<file path="src/sv/kfsa_pkg.sv">
`timescale 1ns / 1ps
// Shared constants, a state type and a helper function of the k-th free slot allocator.
package kfsa_pkg;

	localparam int SLOTS_DEFAULT = 1024;
	localparam int FIELD_W = 11;
	localparam logic [FIELD_W-1:0] ACTIVE_RESET = 11'd1024;

	typedef enum logic [3:0] {
		ST_CLEAR = 4'b0001,
		ST_IDLE  = 4'b0010,
		ST_RUN   = 4'b0100,
		ST_HOLD  = 4'b1000
	} state_t;

	function automatic int addr_w(input int bits);
		return (bits < 1) ? 1 : bits;
	endfunction

endpackage

</file>
<file path="src/sv/kfsa_level_cell.sv">
`timescale 1ns / 1ps
// One tree level: child counts of that level's nodes and the step down to the next level.
module kfsa_level_cell import kfsa_pkg::*; #(
	parameter int LEVEL = 0,
	parameter int CW = 11,
	parameter int RW = 10,
	parameter int CLR_W = 9
) (
	input  logic          clk,
	input  logic          arst_n,
	input  logic          clr_en,
	input  logic [CLR_W-1:0] clr_addr,
	input  logic          up_valid,
	input  logic [RW-1:0] up_row,
	input  logic [CW-1:0] up_lo,
	input  logic [CW-1:0] up_hi,
	input  logic [CW-1:0] up_k,
	output logic          dn_valid,
	output logic [RW-1:0] dn_row,
	output logic [CW-1:0] dn_lo,
	output logic [CW-1:0] dn_hi,
	output logic [CW-1:0] dn_k
);

	localparam int AW = addr_w(LEVEL);
	localparam int ROWS = 1 << AW;

	logic [2*CW-1:0] mem_q [ROWS];
	logic [2*CW-1:0] rd_q;

	logic          valid_s1;
	logic          act_s1;
	logic [RW-1:0] row_s1;
	logic [CW-1:0] lo_s1;
	logic [CW-1:0] hi_s1;
	logic [CW-1:0] k_s1;
	logic [CW-1:0] mid_s1;
	logic [CW-1:0] wid_s1;

	logic          dn_valid_q;
	logic [RW-1:0] dn_row_q;
	logic [CW-1:0] dn_lo_q;
	logic [CW-1:0] dn_hi_q;
	logic [CW-1:0] dn_k_q;

	logic [CW:0]   sum_a;
	logic [CW-1:0] mid_a;
	logic [CW-1:0] wid_a;
	logic          act_a;
	logic [CW-1:0] left_cnt;
	logic [CW-1:0] right_cnt;
	logic [CW-1:0] left_free;
	logic          go_left;

	// Split the range combinationally, while the row is read.
	always_comb begin
		sum_a = {1'b0, up_lo} + {1'b0, up_hi};
		mid_a = sum_a[CW:1];
		wid_a = mid_a - up_lo + CW'(1);
		act_a = up_lo < up_hi;
	end

	// Choose a child from the registered row and update its count.
	always_comb begin
		left_cnt = rd_q[2*CW-1:CW];
		right_cnt = rd_q[CW-1:0];
		left_free = (wid_s1 >= left_cnt) ? wid_s1 - left_cnt : '0;
		go_left = k_s1 <= left_free;
	end

	always_ff @(posedge clk) begin
		if (up_valid) begin
			rd_q <= mem_q[up_row[AW-1:0]];
		end
		if (clr_en) begin
			mem_q[clr_addr[AW-1:0]] <= '0;
		end else if (valid_s1 && act_s1) begin
			mem_q[row_s1[AW-1:0]] <= go_left ? {left_cnt + CW'(1), right_cnt}
				: {left_cnt, right_cnt + CW'(1)};
		end
	end

	always_ff @(posedge clk or negedge arst_n) begin
		if (!arst_n) begin
			valid_s1 <= 1'b0;
			dn_valid_q <= 1'b0;
		end else begin
			valid_s1 <= up_valid;
			dn_valid_q <= valid_s1;
		end
	end

	always_ff @(posedge clk) begin
		if (up_valid) begin
			act_s1 <= act_a;
			row_s1 <= up_row;
			lo_s1 <= up_lo;
			hi_s1 <= up_hi;
			k_s1 <= up_k;
			mid_s1 <= mid_a;
			wid_s1 <= wid_a;
		end
		if (valid_s1) begin
			if (!act_s1) begin
				dn_row_q <= row_s1;
				dn_lo_q <= lo_s1;
				dn_hi_q <= hi_s1;
				dn_k_q <= k_s1;
			end else if (go_left) begin
				dn_row_q <= row_s1 << 1;
				dn_lo_q <= lo_s1;
				dn_hi_q <= mid_s1;
				dn_k_q <= k_s1;
			end else begin
				dn_row_q <= (row_s1 << 1) | RW'(1);
				dn_lo_q <= mid_s1 + CW'(1);
				dn_hi_q <= hi_s1;
				dn_k_q <= k_s1 - left_free;
			end
		end
	end

	assign dn_valid = dn_valid_q;
	assign dn_row = dn_row_q;
	assign dn_lo = dn_lo_q;
	assign dn_hi = dn_hi_q;
	assign dn_k = dn_k_q;

endmodule

</file>
<file path="config.mk">
export PLATFORM = sky130hd
export DESIGN_NAME = kfsa_level_cell
export DESIGN_NICKNAME = d
export VERILOG_FILES = /design/src/sv/kfsa_pkg.sv /design/src/sv/kfsa_level_cell.sv
export SDC_FILE = /design/constraint.sdc
export NUM_CORES = 1
export LEC_CHECK = 0
export ABC_AREA = 1
export BUFFER_PORTS_ARGS = -buffer_cell sky130_fd_sc_hd__buf_2
export CAP_MARGIN = 15
export CORE_MARGIN = 5
export CORE_UTILIZATION = 50
export DETAILED_ROUTE_END_ITERATION = 8
export GPL_ROUTABILITY_DRIVEN = 0
export PLACE_DENSITY = 0.7
export SETUP_SLACK_MARGIN = 0.2
export SLEW_MARGIN = 0
export SYNTH_ARGS = -nofsm -noshare
export SYNTH_HDL_FRONTEND = slang
export SYNTH_SLANG_ARGS = --single-unit
</file>
<file path="constraint.sdc">
create_clock -name clk -period 8.94 [get_ports clk]
set_input_delay 1.341 -clock clk [delete_from_list [all_inputs] [get_ports clk]]
set_output_delay 1.341 -clock clk [all_outputs]
set_load 0.03 [all_outputs]
</file>
# ---- Word level (Yosys, flattened, before mapping)
# Memories as Yosys holds them, arrays and structs flattened. A register that Yosys moved wholly into a read port is not among the register bits.
# Cells that the tools add are included.
# W data, S select, Z words.
dict set report classes {
  n_addsub 8
  n_lt_le_gt_ge 3
  mux 18
  reduce_logical 2
}
# operator count
set op_table {}
lappend op_table {{$mux W11} 7}
lappend op_table {{$add A11 B1 Y11 const B} 4}
lappend op_table {{$mux W22} 2}
lappend op_table {{$sub A11 B11 Y11} 3}
lappend op_table {{$reduce_or A22 Y1} 1}
lappend op_table {{$add A11 B11 Y12} 1}
lappend op_table {{$ge A11 B11 Y1} 1}
lappend op_table {{$le A11 B11 Y1} 1}
lappend op_table {{$lt A11 B11 Y1} 1}
lappend op_table {{$mux W10} 1}
lappend op_table {{$mux W1} 8}
lappend op_table {{$logic_and A1 B1 Y1} 1}
dict set report word_totals {
  ramBits 44
  mem_count 1
  register_bits 111
  input_bits 56
}
# name depth word_bits read_ports rd_clocked_by_memory_dff wr line_no
set memory_table {}
lappend memory_table {mem_q 2 22 1 1 1 kfsa_level_cell.sv:28} ;# logic [2*CW-1:0] mem_q [ROWS];

# ---- Longest topological paths before layout
# Gate-level depths: netlist (run 1).
dict set report logic_depth {
  word_depth 6
  depth_mapped 23
}

# ---- Worst setup path before layout (run 1)
# No wires, ideal clock.
dict set report synth_path {
  kind {input port to flip-flop}
  start {in up_hi[2]}
  end {reg wid_s1[7] (data pin)}
  setup_time_ns 0.260
  arrival_ns 3.609
  slack_ns 5.071
  required_ns 8.680
  cell_stages 17
  path_buffers 1
  cell_sequence {inv_1 ha_1 clkbuf_2 inv_1 a21oi_1 nand2_1 a21oi_1 xor2_1 ha_1 ha_1 a21oi_1 o21ai_0 nand2_1 nand2_1 nand2_1 nand2_1 xor2_1}
}
dict set report synth_between {
  elab_chain_len 3
}
# item line_no
set synth_rtl {}
lappend synth_rtl {{start: declaration} kfsa_level_cell.sv:16} ;# input logic [CW-1:0] up_hi,
lappend synth_rtl {{$add A11 B11 Y12} kfsa_level_cell.sv:57} ;# sum_a = {1'b0, up_lo} + {1'b0, up_hi};
lappend synth_rtl {{net sum_a[5]} kfsa_level_cell.sv:46} ;# logic [CW:0] sum_a;
lappend synth_rtl {{$sub A11 B11 Y11} kfsa_level_cell.sv:59} ;# wid_a = mid_a - up_lo + CW'(1);
lappend synth_rtl {{$add A11 B1 Y11} kfsa_level_cell.sv:59}
lappend synth_rtl {{net wid_a[7]} kfsa_level_cell.sv:48} ;# logic [CW-1:0] wid_a;
lappend synth_rtl {{end signal: assignment} kfsa_level_cell.sv:101} ;# wid_s1 <= wid_a;
lappend synth_rtl {{end: declaration} kfsa_level_cell.sv:38} ;# logic [CW-1:0] wid_s1;
# The timed path passes the listed nets, and every way through them passes these cells.
# A chain may end at the register's enable or synchronous reset.

# ---- Worst setup path after layout (run 1)
dict set report layout_path {
  start {reg rd_q[13] (read register of mem_q)}
  end {reg dn_k_q[1] (netlist: dn_k[1]) (data pin)}
}
dict set report layout_between {
  elab_chain_len 5
}
# item line_no
set layout_rtl {}
lappend layout_rtl {{start: declaration} kfsa_level_cell.sv:29} ;# logic [2*CW-1:0] rd_q;
lappend layout_rtl {{$ge A11 B11 Y1 / $sub A11 B11 Y11 (equally long branches)} kfsa_level_cell.sv:67} ;# left_free = (wid_s1 >= left_cnt) ? wid_s1 - left_cnt : '0;
lappend layout_rtl {{$mux W11 *} kfsa_level_cell.sv:67}
lappend layout_rtl {{$sub A11 B11 Y11 / $le A11 B11 Y1 (equally long branches)} {kfsa_level_cell.sv:118, kfsa_level_cell.sv:68}}
lappend layout_rtl {{$mux W11 *} kfsa_level_cell.sv:109} ;# end else if (go_left) begin
lappend layout_rtl {{$mux W11 *} kfsa_level_cell.sv:104} ;# if (!act_s1) begin
lappend layout_rtl {{end signal: assignment} kfsa_level_cell.sv:108} ;# dn_k_q <= k_s1;
lappend layout_rtl {{end signal: assignment} kfsa_level_cell.sv:113} ;# dn_k_q <= k_s1;
lappend layout_rtl {{end signal: assignment} kfsa_level_cell.sv:118} ;# dn_k_q <= k_s1 - left_free;
lappend layout_rtl {{end: declaration} kfsa_level_cell.sv:44} ;# logic [CW-1:0] dn_k_q;
# Every way passes the cells marked *; elsewhere a longest branch is shown, timed or not.

==> impl_metrics.csv, run 1 <==
group,metric,value,unit
flow_run,maxCapViolations,0,
detailed_routing,routed_wl,18100,um
grt,overflow,0,
finish,largest_reg_flops,22,
yosys,syn_area,8290,um2
timing,finalSetupViolations,0,
grt,met3_usage,5.00,%
timing,slew_violations,0,
detailed_routing,vias_per_cell,5.17,
power_and_ir_drop,vdd_ir_drop_max,160,uV
yosys,yosysUniqueCellTypes,37,
setup_path,start_kind,"register",
timing,hold_viol,0,
clock_tree,post_cts_buffers,0,
timing,min_period,4400,ps
finish,final_common_cell,"nand2_1",
finish,diodes,0,
floorplan,die_area,19200,um2
grt,use_met1,25.3,%
floorplan,num_io_pins,100,
setup_path,critical_path_class,"reg2reg",
yosys,avgSynthCellArea,9.60,um2
clock_tree,cts.clk_slew.worst_paths,60,ps
clock_tree,clockRootBuffer,"clkbuf_16",
power_and_ir_drop,powerDensity,287,nW/um2
timing,tns,0,ps
detailed_routing,final_antenna_net_count,0,
hold_path,worstHoldPathCells,2,
power_and_ir_drop,leakagePower,4.37,nW
place,dpl_worst_slack,4440,ps
yosys,seq_area_frac_synth,52.1,%
status,status,"complete, no violations",
yosys,netlist_instances,863,
grt,grt_max_degree,79,
clock_tree,htreeDepth,4,
clock_tree,clock_latency,430,ps
setup_path,crit_required,9230,ps
grt,grt.met2_usage,31.4,%
setup_path,r2r.worst_path.cells,18,
clock_tree,hold_buffers,0,
finish,area_growth,15.2,%
detailed_routing,firstDrtPassIters,6,
clock_tree,cts_buffers,17,
detailed_routing,via_count,6170,
floorplan,core_region_area,16400,um2
floorplan,dieWidth,139,um
grt,grt_pass1_wl,29800,um
clock_tree,cts_tree,"yes",
clock_tree,cts_resized,0,
finish,layout-drive-gt1-share,16.0,%
finish,final_cell_mix,"nand2_1, edfxtp_1, inv_1, buf_2, ha_1",
timing,setup_ws,4540,ps
yosys,yosysWarnings,0,
timing,fmax,227,MHz
timing,worst_slew_pin_slew,1070,ps
place,port_buffers,91,
floorplan,die_height,139,um
grt,top_usage_layer,"met2",
detailed_routing,route.detailed.drc,0,
floorplan,start_util,50.5,%
finish,nNetsFinal,1084,
timing,final.period_utilization,49.2,%
place,place_hpwl,13300,um
power_and_ir_drop,power,2.74,mW
setup_path,cp_max_fo,40,
grt,grt_usage,19.5,%
grt,grt_pass1_vias,6105,
timing,rsz0062_at_grt,"false",
grt,grt_antenna_before_repair,0,
clock_tree,cts.path.max_buffers,2,
timing,finClkSkew,8.59,ps
setup_path,worstPathArrival,4690,ps
hold_path,hp-class,"reg2reg",
timing,max_slew_margin,28.6,%
yosys,ys_ff_latch,144,
detailed_routing,dr.first_iter.drc_count,411,
clock_tree,clkSinkCount,144,
finish,final_cell_area,9550,um2
detailed_routing,wl_per_cell,15.2,um
floorplan,row_count,47,
setup_path,crit_path_end_kind,"register",
yosys,syn_nets,986,
place,placed_area,8950,um2
where the power goes:
group / total (mW) / internal, mW / switching (mW) / leakage, nW
Clock: 0.710 / 0.437 / 0.273 / 0.276
Combinational: 1.08 / 0.356 / 0.728 / 2.68
Sequential: 0.948 / 0.902 / 0.0461 / 1.42
cell families after synthesis:
kind of cell,share of synthesized area (%)
flip-flops,52.1
buffers and inverters,6.33
multiplexers,1.50
AO/OA/AOI/OAI,6.45
adder cells (fa/ha/maj),10.5
AND/OR/NAND/NOR,19.5
XOR/XNOR,3.70
per-layer routing:
layer | up-vias | wire length, um
met5 | - | 0
met4 | 0 | 439
met3 | 34 | 1240
met2 | 188 | 8630
met1 | 2842 | 7780
li1 | 3106 | -
layout make-up:
class / instances / area, um2
clock inverters: 13 / 164
flip-flops and latches: 144 / 4320
well taps: 220 / 275
inverters: 118 / 443
multi-input cells: 587 / 3450
fillers: 1402 / 6860
clock buffers: 18 / 429
repair buffers: 93 / 473
synth_stat cells, drive strengths merged:
master	count	area, um2
nand3b	3	22.5
o21a	1	7.51
a21o	2	15.0
clkbuf	6	23.8
clkinv	1	3.75
o21ai	44	239
nor2	63	244
buf	8	57.6
or2	5	31.3
nand4	16	115
o21bai	3	22.5
nand2	218	836
nor3	11	55.1
a21oi	43	215
a211oi	1	7.51
xnor2	7	61.3
mux2	11	124
ha	63	788
edfxtp	142	4260
dfrtp	2	50.1
a21boi	2	15.0
a31oi	2	12.5
nand3	60	310
inv	117	439
xor2	28	245
fa	4	80.1
stage by stage:
| stage | utilization (%) | hold WS (ps) | cells |
|---|---|---|---|
| 2_1_floorplan | - | 487 | 863 |
| 3_3_place_gp | 54.6 | 491 | 1162 |
| 3_5_place_dp | 54.6 | 504 | 1162 |
| 4_1_cts | 58.2 | 518 | 1193 |
| 5_1_grt | 58.2 | 544 | 1193 |
| 6_report | 58.2 | 513 | 1193 |
worst paths after layout:
check | start | to | slack, ps
setup / recovery | rd_q[13] | dn_k[1] | 4540
hold / removal | row_s1[9] | dn_row[9] | 510
hold reg to reg | row_s1[9] | dn_row[9] | 510
min in group asynchronous | arst_n | valid_s1 | 690
setup reg to reg | rd_q[13] | dn_k[1] | 4540
max in group asynchronous | arst_n | valid_s1 | 8140
worst max-delay path, stage by stage, from the launching register on:
cell	delay, ps
edfxtp_1	490
inv_1	130
ha_1	370
nand2_1	110
nor2_1	150
nand4_1	130
nand4_1	300
nand3_1	190
ha_1	420
nand2_1	110
inv_2	80
nand2_1	80
nor2_2	80
nand2_1	70
nand3_2	300
nand3_2	740
inv_2	340
nand2_1	90
nand2_1	80
Power figures use the tool's default switching activity.
==> run 2: changes to the inputs <==
Clock period 8.94 ns to 4.2 ns, I/O delays scaled along.
==> run 2 against run 1 <==
Net effect:
- maximum frequency increased by 20%
- wire length fell by 1.7%
- via count increased by 0.47%
- cell count increased by 0.75%
- setup slack got worse by 4000 ps
- largest cell class unchanged
- largest power group unchanged
- highest routed layer unchanged
==> impl_metrics.csv, run 2 (synthesis gave the netlist of run 1 again) <==
group,metric,value,unit
finish,fill_cells,1401,
clock_tree,cts_buffers,17,
power_and_ir_drop,powerDensity,615,nW/um2
finish,largest_reg_flops,22,
timing,finClkSkew,8.30,ps
setup_path,path_delay_family,"simple AND/OR/NAND/NOR gates",
setup_path,cp_max_fo,17,
detailed_routing,route.detailed.drc,0,
setup_path,crit_path_end_kind,"register",
clock_tree,clkSinkCount,144,
finish,diodes,0,
power_and_ir_drop,vdd_ir_drop_max,366,uV
setup_path,start_kind,"register",
hold_path,worstHoldPathCells,1,
finish,final_cell_mix,"nand2_1, edfxtp_1, inv_1, buf_2, ha_1",
setup_path,cp_num_buf_inv,3,
finish,area_growth,16.4,%
floorplan,dieWidth,139,um
clock_tree,clockRootBuffer,"clkbuf_16",
timing,finalSetupViolations,0,
setup_path,r2r.worst_path.cells,16,
setup_path,slowest_stage,"edfxtp_1",
finish,final_cell_count_no_fill,1202,
floorplan,num_io_pins,100,
grt,grt_pass1_vias,6133,
setup_path,critPathMostFrequentCell,"nand2_1",
detailed_routing,firstDrtPassIters,5,
timing,final.period_utilization,86.9,%
detailed_routing,dr.first_iter.drc_count,379,
setup_path,cp_slowest_stage_delay,490,ps
timing,min_period,3650,ps
clock_tree,cts.path.max_buffers,2,
power_and_ir_drop,leakagePower,4.43,nW
grt,grt_max_degree,79,
timing,slew_violations,0,
grt,grt_usage,19.1,%
finish,layout-drive-gt1-share,16.9,%
detailed_routing,wl_per_cell,14.8,um
clock_tree,cts.clk_slew.worst_paths,60,ps
floorplan,row_count,47,
timing,worst_slew_pin_slew,1040,ps
detailed_routing,routed_wl,17800,um
setup_path,crit_required,4440,ps
timing,tns,0,ps
floorplan,core_region_area,16400,um2
status,status,"complete, no violations",
floorplan,die_area,19200,um2
setup_path,cp.depth,16,
finish,nNetsFinal,1092,
timing,hold_viol,0,
floorplan,start_util,50.5,%
clock_tree,htreeDepth,4,
hold_path,hp-class,"in2reg",
grt,overflow,0,
timing,fmax,274,MHz
place,placedCellCount,1167,
grt,grt_antenna_before_repair,0,
clock_tree,clock_latency,420,ps
setup_path,path_cells,"inv_1 -> ha_1 -> nand2_1 -> nor2_1 -> nand4_1 -> nand4_1 -> buf_4 -> nand3_1 -> ha_1 -> nand2_1 -> nor2_2 -> nand4_4 -> nand2_4 -> buf_4 -> nand2_1 -> a21oi_1",
floorplan,die_height,139,um
flow_run,maxCapViolations,0,
timing,rsz0062_at_grt,"false",
grt,grt_pass1_wl,29700,um
setup_path,critical_path_class,"reg2reg",
place,port_buffers,91,
timing,max_slew_margin,30.4,%
detailed_routing,final_antenna_net_count,0,
detailed_routing,vias_per_cell,5.16,
clock_tree,cts_tree,"yes",
setup_path,worstPathArrival,3890,ps
place,place_hpwl,13400,um
finish,final_common_cell,"nand2_1",
detailed_routing,via_count,6199,
run 2: cell count changes in the layout (fill, tap and decap cells not counted), sizes merged:
cell	delta
clkinvlp	-3
buf	+7
inv	+2
dlygate4sd3	+1
clkinv	+2
run 2: timing repair:
action | CTS | global route
setup endpoints to repair | 0 | 17
buffers inserted | 0 | 2
resized for setup | 0 | 1
hold buffers | 1 | 0
endpoints found under the hold margin | 2 | 0
run 2: per-stage QoR:
step	setup WS [ps]	utilization [%]	hold WS, ps	power [mW]	area (um2)
6_report	550	58.8	378	5.93	9640
5_1_grt	214	58.8	362	6.36	9640
4_1_cts	429	58.7	360	5.94	9620
3_5_place_dp	459	54.9	419	4.39	9000
3_3_place_gp	494	54.9	417	4.34	9000
2_1_floorplan	1040	-	334	3.81	8290
run 2: layout make-up:
class	count	area [um2]	share of cell area, %
Sequential cell	144	4320	44.8
Timing Repair Buffer	101	548	5.68
Clock inverter	14	181	1.88
Tap cell	220	275	2.85
Clock buffer	18	429	4.45
Multi-Input combinational cell	587	3450	35.8
Inverter	118	443	4.59
run 2: path summary, 6_finish.rpt:
path                            startpoint           end  slack [ps]
worst max-delay path              rd_q[13]  mem_q[1][16]         550
worst min-delay path             up_row[8]     row_s1[8]         380
worst max register to register    rd_q[13]  mem_q[1][16]         550
worst min register to register   row_s1[9]     dn_row[9]         520
max in group asynchronous           arst_n      valid_s1        3570
min in group asynchronous           arst_n      valid_s1         520
run 2: per-layer routing:
layer	wire length (um)	track usage (%)	vias to the layer above
met2	8500	31.1	181
met3	969	4.14	25
met1	8030	25.6	2866
li1	-	-	3127
met5	0	0	-
met4	283	6.28	0
run 2: power breakdown:
group          switching [mW]  internal [mW]  total (mW)
Sequential             0.0957           1.92        2.01
Clock                   0.606          0.944        1.55
Combinational            1.55          0.812        2.37
Total                    2.26           3.68        5.93
run 2: worst register-to-register path, delay by kind of cell, from the launching register on:
family	cells	cell delay (ps)
and+or+nand+nor	10	1450
AOI/OAI and AO/OA	1	210
buffers and inverters	3	540
adders and majority gates	2	780
DFF	1	490
